**config.mk**
```make
export PLATFORM = sky130hd
export DESIGN_NAME = atan2ra_div_pipe
export DESIGN_NICKNAME = d
export VERILOG_FILES = /design/src/hdl/atan2ra_div_pipe.sv
export SDC_FILE = /design/constraint.sdc
export NUM_CORES = 1
export LEC_CHECK = 0
export BUFFER_PORTS_ARGS = -buffer_cell sky130_fd_sc_hd__clkbuf_2
export CAP_MARGIN = 20
export CORE_MARGIN = 5
export CORE_UTILIZATION = 58
export CTS_CLUSTER_SIZE = 28
export DETAILED_ROUTE_END_ITERATION = 10
export GPL_TIMING_DRIVEN = 0
export PLACE_DENSITY_LB_ADDON = 0.2
export SETUP_SLACK_MARGIN = 0.3
export SLEW_MARGIN = 20
export SYNTH_ARGS = -nofsm -noshare
export SYNTH_HDL_FRONTEND = slang
export SYNTH_SLANG_ARGS = --single-unit
```
**constraint.sdc**
```tcl
create_clock -name clk -period 3.4 [get_ports clk]
set_clock_uncertainty 0.2 [all_clocks]
set_input_delay 0.85 -clock clk [delete_from_list [all_inputs] [get_ports clk]]
set_output_delay 0.85 -clock clk [all_outputs]
set_load 0.01 [all_outputs]
```
**src/hdl/atan2ra_div_pipe.sv**
```systemverilog
// ----------------------------------------------------------------------------
// atan2ra_div_pipe
// Pipelined restoring divider: one quotient bit per stage, Q_W stages.
// Gives floor(rem * 2^Q_W / den) for rem < den, with sideband carried along.
// ----------------------------------------------------------------------------
module atan2ra_div_pipe #(
  parameter int DEN_W = 16,
  parameter int Q_W   = 16,
  parameter int SB_W  = 1
) (
  input  logic             clk,
  input  logic             rst_n,
  input  logic             en,
  input  logic             in_valid,
  input  logic [DEN_W-1:0] in_rem,
  input  logic [DEN_W-1:0] in_den,
  input  logic [SB_W-1:0]  in_sb,
  output logic             out_valid,
  output logic [Q_W-1:0]   out_quo,
  output logic [SB_W-1:0]  out_sb
);

  logic             vld_r [Q_W];
  logic [DEN_W-1:0] rem_r [Q_W];
  logic [DEN_W-1:0] den_r [Q_W];
  logic [Q_W-1:0]   quo_r [Q_W];
  logic [SB_W-1:0]  sb_r  [Q_W];

  for (genvar k = 0; k < Q_W; k++) begin : g_step
    logic             src_vld;
    logic [DEN_W-1:0] src_rem;
    logic [DEN_W-1:0] src_den;
    logic [Q_W-1:0]   src_quo;
    logic [SB_W-1:0]  src_sb;
    logic [DEN_W:0]   shl;
    logic [DEN_W:0]   diff;
    logic             ge;
    logic [DEN_W-1:0] rem_nxt;
    logic [Q_W-1:0]   quo_nxt;

    if (k == 0) begin : g_first
      assign src_vld = in_valid;
      assign src_rem = in_rem;
      assign src_den = in_den;
      assign src_quo = '0;
      assign src_sb  = in_sb;
    end else begin : g_next
      assign src_vld = vld_r[k-1];
      assign src_rem = rem_r[k-1];
      assign src_den = den_r[k-1];
      assign src_quo = quo_r[k-1];
      assign src_sb  = sb_r[k-1];
    end

    assign shl     = {src_rem, 1'b0};
    assign diff    = shl - {1'b0, src_den};
    assign ge      = (shl >= {1'b0, src_den});
    assign rem_nxt = ge ? diff[DEN_W-1:0] : shl[DEN_W-1:0];
    assign quo_nxt = {src_quo[Q_W-2:0], ge};

    always_ff @(posedge clk) begin
      if (!rst_n) begin
        vld_r[k] <= 1'b0;
      end else if (en) begin
        vld_r[k] <= src_vld;
      end
    end

    always_ff @(posedge clk) begin
      if (en) begin
        rem_r[k] <= rem_nxt;
        den_r[k] <= src_den;
        quo_r[k] <= quo_nxt;
        sb_r[k]  <= src_sb;
      end
    end
  end

  assign out_valid = vld_r[Q_W-1];
  assign out_quo   = quo_r[Q_W-1];
  assign out_sb    = sb_r[Q_W-1];

endmodule

```
==> results of run 1 <==
==> routing by layer <==
layer,wire (µm),share of wire
met1,33200,0.45
met3,2910,0.039
met2,36100,0.49
met5,0,0
met4,1790,0.024
==> power groups by stage <==
stage	Combinational (mW)	Sequential (mW)	Clock, mW
floorplan	12.4	12.4	0
global placement	15.3	13.1	0
detailed placement	15.8	12.9	0
CTS	16.6	12.7	8.07
global route	19.2	12.9	8.43
finish	17.5	12.8	7.85
==> per-stage QoR <==
stage | util | hold slack, ns | setup WS, ns | cell area, µm²
2_1_floorplan | - | 0.200 | 0.200 | 35500
3_3_place_gp | 0.608 | 0.201 | -9.66 | 36800
3_5_place_dp | 0.611 | 0.205 | -1.07 | 37000
4_1_cts | 0.661 | 0.188 | 0.303 | 40000
6_report | 0.671 | 0.199 | 0.345 | 40600
5_1_grt | 0.671 | 0.195 | 0.275 | 40600
==> repair_timing <==
item / 4_1_cts / 5_1_grt
setup buffers: 34 / 26
hold endpoints to repair: 0 / 0
gates resized for setup: 57 / 90
cloned: 3 / 3
pin swaps: 20 / 26
setup endpoints to repair: 261 / 167
==> area by class of cell <==
cell class / count / area (µm²)
plain buffers: 49 / 355
clock buffers: 84 / 1910
clock inverters: 46 / 502
fillers: 4350 / 19900
inverters: 335 / 1280
multi-input cells: 1849 / 15000
flip-flops and latches: 648 / 19400
well taps: 782 / 978
repair buffers: 127 / 1110
==> state kept, by name (all words and copies together), names as in the netlist <==
name   count
quo_r    136
den_r    240
sb_r      16
vld_r     16
rem_r    240
==> Yosys cell counts (33+ instances only) <==
library cell	number
sky130_fd_sc_hd__edfxtp_1	647
sky130_fd_sc_hd__inv_1	333
sky130_fd_sc_hd__ha_1	255
sky130_fd_sc_hd__mux2_2	154
sky130_fd_sc_hd__a21oi_1	153
sky130_fd_sc_hd__nor2_1	147
sky130_fd_sc_hd__nand2_1	124
sky130_fd_sc_hd__o21ai_0	118
sky130_fd_sc_hd__a21o_1	101
sky130_fd_sc_hd__xnor2_1	101
sky130_fd_sc_hd__xor2_1	56
sky130_fd_sc_hd__o21a_1	54
sky130_fd_sc_hd__nor2b_1	49
sky130_fd_sc_hd__nand3_1	41
sky130_fd_sc_hd__a211oi_1	33
sky130_fd_sc_hd__nand4_1	33
sky130_fd_sc_hd__nor3_1	33
==> logic make-up after synthesis <==
logic type               Yosys count
XOR/XNOR                         157
flip-flops                       648
AO/OA/AOI/OAI                    674
buffers and inverters            384
adder cells (fa/ha/maj)          270
AND/OR/NAND/NOR                  559
multiplexers                     189
==> worst paths after layout <==
| path | end | slack, ns | startpoint | depth (start not counted) |
|---|---|---|---|---|
| setup / recovery | rem_r[4][4] | 0.35 | den_r[3][5] | 9 |
| hold / removal | quo_r[1][18] | 0.20 | quo_r[1][1] | 0 |
| setup reg to reg | rem_r[4][4] | 0.35 | den_r[3][5] | 9 |
| hold reg to reg | quo_r[1][18] | 0.20 | quo_r[1][1] | 0 |
==> impl_summary.log, run 1 <==
INFO  metric synth_cells = 2,881
INFO  metric cts.sinks = 648
INFO  metric cp_data_required_time = 3.54 ns
INFO  metric cts_hold_buffers = 0
INFO  metric cp_num_buf_inv = 2
INFO  metric cts.reportedPaths.clkPinSlew = 0.06 ns
INFO  metric tritoncts = done
INFO  metric post-route-period-util = 0.898
INFO  metric yosys.area_share.xor_xnor = 0.0388
INFO  metric grt.met2_usage = 0.367
INFO  metric slew_headroom = 0.483
INFO  metric place.detailed.hpwl = 52.3 mm
INFO  metric syn_nets = 3,188
INFO  metric design.portCount = 55
INFO  metric yosysSeqAreaShare = 0.549
INFO  metric cp_slowest_cell = sky130_fd_sc_hd__edfxtp_1
INFO  metric dieHeight = 257 µm
INFO  metric clockPowerShare = 0.206
INFO  metric fp-row-count = 90
INFO  metric finalMaxSlewViolations = 0
INFO  metric post-layout-total-power = 38.2 mW
INFO  metric layout.cells.most_common = sky130_fd_sc_hd__edfxtp_1
INFO  metric met3_usage = 0.0277
INFO  metric yosys-top-cells-area = sky130_fd_sc_hd__edfxtp_1 (55%), sky130_fd_sc_hd__ha_1 (9.0%), sky130_fd_sc_hd__mux2_2 (4.9%)
INFO  metric cts_buffers = 72
INFO  metric final_hold_viol_count = 0
INFO  metric drc = 0
INFO  metric drive_above_1_share = 0.172
INFO  metric clk_root_buffer_cell = sky130_fd_sc_hd__clkbuf_16
INFO  metric die_w = 257 µm
INFO  metric postSynthRegisterBits = 648
INFO  metric placedCellCount = 3,724
INFO  metric switching_power = 13.4 mW
INFO  metric internal_power_summed_over_all_cells = 24.8 mW
INFO  metric synth.distinct_cells = 91
INFO  metric clk-insertion-delay-late = 0.61 ns
INFO  metric num_vias = 22,931
INFO  metric max-cap-violations = 0
INFO  metric synth_top_cell_area_share = 0.548
INFO  metric die-area = 0.0661 mm²
INFO  metric port_buffers = 54
INFO  metric gp_congestion = 0.937
INFO  metric largest_net_degree_at_the_start_of_global_routing = 97
INFO  metric post_drt_via_cell_ratio = 5.85
INFO  metric syn_to_final_growth = 14.6%
INFO  metric simple_gate_share_of_the_synthesized_area = 0.0787
INFO  metric critical_path.top_delay_family = compound AO/OA/AOI/OAI gates
INFO  metric fmax = 0.327 GHz
INFO  metric vdd_ir_max = 0.000487 V
INFO  metric cts.htree.levels = 3
INFO  metric first_global_vias = 22,854
INFO  metric outcome = finished clean
INFO  metric postSynthAreaPerCell = 12.3 µm²
INFO  metric layout.cells.most_common_list = sky130_fd_sc_hd__edfxtp_1 (647), sky130_fd_sc_hd__inv_1 (331), sky130_fd_sc_hd__ha_1 (241), sky130_fd_sc_hd__mux2_2 (148), sky130_fd_sc_hd__nor2_1 (146)
INFO  metric synthFlopType = sky130_fd_sc_hd__edfxtp_1
INFO  metric critical_path.max_fanout = 6
INFO  metric postSynth.asyncResetShare = 0
INFO  metric ctsLongestPathBuffers = 3
INFO  metric drt_wl_total = 74.1 mm
INFO  metric tns = 0 ns
INFO  metric antenna_found_initial = 0
INFO  metric seq_power_share = 0.334
INFO  metric setup_viol = 0
INFO  metric yosys_warnings = 0
INFO  metric adder_and_majority_gate_portion_of_the_synthesized_area = 0.0985
INFO  metric worst_ep_arrival_time = 3.19 ns
INFO  metric worst_setup_path_end_kind = register
INFO  metric timing.final.crit_period = 3.05 ns
INFO  metric synth_edf_count = 647
INFO  metric top_usage_layer = met2
INFO  metric design.core.area = 0.0605 mm²
INFO  metric tightestPinTransition = 0.774 ns
INFO  metric path_cells = inv_1, ha_2, and4_2, a211oi_4, a211oi_2, nor2_1, a21oi_4, buf_4, mux2_2
INFO  metric num_antenna_cells = 0
INFO  metric gr-usage-met1 = 0.299
INFO  metric syn-cell-area = 0.0354 mm²
INFO  metric critical_path.max_stage_delay = 0.44 ns
INFO  metric drtPass1Iterations = 6
INFO  metric ant_nets = 0
INFO  metric final_net_count = 3,389
INFO  metric hold_path.class = reg2reg
INFO  metric drt_iter0_drc = 1,739
INFO  metric groute.usage.overall = 0.217
INFO  metric synth-compound-area-share = 0.131
INFO  metric muxShareOfSynthArea = 0.0602
INFO  metric routedWlPerCell = 18.9 µm
INFO  metric cp-start-kind = register
INFO  metric initial_core_util = 0.586
INFO  metric synth_top_family_by_area = compound AO/OA/AOI/OAI gates
INFO  metric grt_first_pass_wirelength = 118 mm
INFO  metric synthDominantAreaCellType = sky130_fd_sc_hd__edfxtp_1
INFO  metric critPathKind = reg2reg
INFO  metric grt_remaining_overflow = 0
INFO  metric grt_setup_unrepaired = yes
INFO  metric p_leak = 16.7 nW
INFO  metric power_frac_comb = 0.460
INFO  metric post_layout_nonfiller_instances = 3,920
INFO  metric total_power_per_unit_cell_area = 940 mW/mm²
INFO  metric p_sw_frac = 0.350
(Power assumes the default switching activity.)
==> run 2: changes to the inputs <==
Settings changed: CORE_UTILIZATION 58 to 64.
Clock period 3.4 ns to 3 ns, I/O delays scaled along.
==> impl_summary.log, run 2 (synthesized netlist as in run 1, its figures left out) <==
INFO  metric gp_congestion = 0.944 (+0.78%)
INFO  metric vdd_ir_max = 0.000811 V (+67%)
INFO  metric design.core.area = 0.0550 mm² (-9.1%)
INFO  metric ctsLongestPathBuffers = 3 (unchanged)
INFO  metric setup_viol = 12 (+12)
INFO  metric worst_ep_arrival_time = 3.18 ns (about the same)
INFO  metric post_layout_nonfiller_instances = 4,111 (+4.9%)
INFO  metric drt_wl_total = 89.0 mm (+20%)
INFO  metric path_cells = ha_4, nor2b_4, o2111ai_2, and4b_1, nor2_2, and2_4, o41a_1, buf_6, buf_12, mux2_4
INFO  metric ant_nets = 0 (unchanged)
INFO  metric syn_to_final_growth = 27.7%
INFO  metric num_antenna_cells = 0 (unchanged)
INFO  metric p_leak = 18.7 nW (+12%)
INFO  metric layout.cells.most_common_list = sky130_fd_sc_hd__edfxtp_1 (647), sky130_fd_sc_hd__inv_1 (306), sky130_fd_sc_hd__buf_4 (231), sky130_fd_sc_hd__ha_1 (164), sky130_fd_sc_hd__mux2_4 (159)
INFO  metric timing.final.crit_period = 3.03 ns (-0.0276 ns)
INFO  metric final_net_count = 3,613 (+6.6%)
INFO  metric design.portCount = 55 (unchanged)
INFO  metric min_path_cells = 1 (+1)
INFO  metric initial_core_util = 0.644 (+0.0584)
INFO  metric fin_area = 0.0452 mm² (+11%)
INFO  metric cp-start-kind = register
INFO  metric post_drt_via_cell_ratio = 6.17 (+5.5%)
INFO  metric cts.htree.levels = 3 (unchanged)
INFO  metric post-route-period-util = 1.01 (+0.111)
INFO  metric biggestRegsByFlops = den_r (240), rem_r (240), quo_r (136)
INFO  metric post-route-worst-setup-slack = -0.0270 ns (-0.372 ns)
INFO  metric num_vias = 25,366 (+11%)
INFO  metric max-cap-violations = 0 (unchanged)
INFO  metric detailedPlace.worstSlack = -0.715 ns (+0.358 ns)
INFO  metric total_power_per_unit_cell_area = 1130 mW/mm² (+20%)
INFO  metric layout.cells.most_common = sky130_fd_sc_hd__edfxtp_1
INFO  metric cts_buffers = 71 (-1.4%)
INFO  metric slew_headroom = 0.563 (+0.0797)
INFO  metric tightestPinTransition = 0.650 ns (-0.124 ns)
INFO  metric drt_iter0_drc = 2,237 (+29%)
INFO  metric tns = -0.110 ns (-0.110 ns)
INFO  metric nFillCells = 2,801 (-36%)
INFO  metric cts.sinks = 648 (unchanged)
INFO  metric worst-r2r-setup-slack = -0.03 ns (-0.37 ns)
INFO  metric cts.reportedPaths.clkPinSlew = 0.06 ns (about the same)
INFO  metric die_w = 245 µm (-4.6%)
INFO  metric place_area = 0.0373 mm² (+1.0%)
INFO  metric post-route-util = 0.823 (+0.151)
INFO  metric antenna_found_initial = 0 (unchanged)
INFO  metric place.detailed.hpwl = 53.2 mm (+1.8%)
INFO  metric clk-insertion-delay-late = 0.62 ns (about the same)
INFO  metric dieHeight = 245 µm (-4.6%)
INFO  metric fmax = 0.330 GHz (+0.91%)
INFO  metric critical_path.max_stage_delay = 0.46 ns (+0.02 ns)
INFO  metric die-area = 0.0602 mm² (-9.0%)
INFO  metric drive_above_1_share = 0.314 (+0.142)
INFO  metric cp_data_required_time = 3.16 ns (-0.38 ns)
INFO  metric violations = negative setup slack
INFO  metric cp_slowest_cell = sky130_fd_sc_hd__edfxtp_1
INFO  metric critPathKind = reg2reg
INFO  metric worst_setup_path_end_kind = register
INFO  metric hold_path.class = in2reg
INFO  metric port_buffers = 54 (unchanged)
INFO  metric final_hold_viol_count = 0 (unchanged)
INFO  metric grt_remaining_overflow = 0 (unchanged)
INFO  metric critical_path.max_fanout = 5 (-1)
INFO  metric groute.usage.overall = 0.265 (+0.0481)
INFO  metric largest_net_degree_at_the_start_of_global_routing = 108 (+11%)
INFO  metric ff2ff_path_depth = 10 (+1)
INFO  metric grt_first_pass_wirelength = 128 mm (+8.8%)
INFO  metric cts_hold_buffers = 0 (unchanged)
INFO  metric drtPass1Iterations = 9 (+3)
INFO  metric grt_setup_unrepaired = yes
INFO  metric fp-row-count = 86 (-4.4%)
INFO  metric tritoncts = done
INFO  metric first_global_vias = 24,561 (+7.5%)
INFO  metric outcome = complete, but fails checks
INFO  metric drc = 0 (unchanged)
INFO  metric clk_root_buffer_cell = sky130_fd_sc_hd__clkbuf_16
INFO  metric final.hold.worst_slack = 0.111 ns (-0.0882 ns)
INFO  metric post-layout-total-power = 51.2 mW (+34%)
INFO  metric routedWlPerCell = 21.6 µm (+15%)
INFO  metric finalMaxSlewViolations = 0 (unchanged)
INFO  metric placedCellCount = 3,689 (-0.94%)
[run 2: routing by layer]
metal | track usage | routed length, µm | vias up
li1 | - | - | 11590
met1 | 0.341 | 35200 | 12491
met3 | 0.0381 | 4920 | 276
met5 | 0 | 0 | -
met2 | 0.461 | 45300 | 1009
met4 | 0.0980 | 3550 | 0
[run 2: what timing repair did]
| action | in CTS | in global routing |
|---|---|---|
| hold endpoints to repair | 0 | 0 |
| buffers inserted | 178 | 107 |
| cloned | 7 | 0 |
| gates resized for setup | 363 | 369 |
| setup endpoints to repair | 261 | 242 |
| pin swaps | 123 | 139 |
[run 2: report_power, final]
group | switching (mW) | leakage (nW) | internal, mW
clock network | 3.60 | 1.13 | 5.12
registers | 1.55 | 6.35 | 13.3
logic | 13.1 | 11.3 | 14.5
total | 18.3 | 18.7 | 32.9
[run 2: area by class of cell]
class	count	area [µm²]	share of cell area
Timing Repair inverter	1	11.3	0.000249
Timing Repair Buffer	351	3060	0.0677
Inverter	335	1300	0.0287
Buffer	49	552	0.0122
Tap cell	748	936	0.0207
Clock inverter	34	319	0.00705
Sequential cell	648	19400	0.430
Clock buffer	96	2000	0.0441
Multi-Input combinational cell	1849	17600	0.389
[run 2: worst paths after layout]
| path | startpoint | endpoint |
|---|---|---|
| setup / recovery | rem_r[9][0] | rem_r[10][6] |
| hold / removal | in_sb | sb_r[0] |
| setup reg to reg | rem_r[9][0] | rem_r[10][6] |
| hold reg to reg | quo_r[1][1] | quo_r[1][18] |
[run 2: critical path, delay by kind of cell (launching register included)]
kind	cells	cell delay, ns
muxes	1	0.30
and+or+nand+nor	4	0.64
buffers and inverters	2	0.29
adders and majority gates	1	0.27
AOI/OAI and AO/OA	2	0.57
DFF	1	0.46
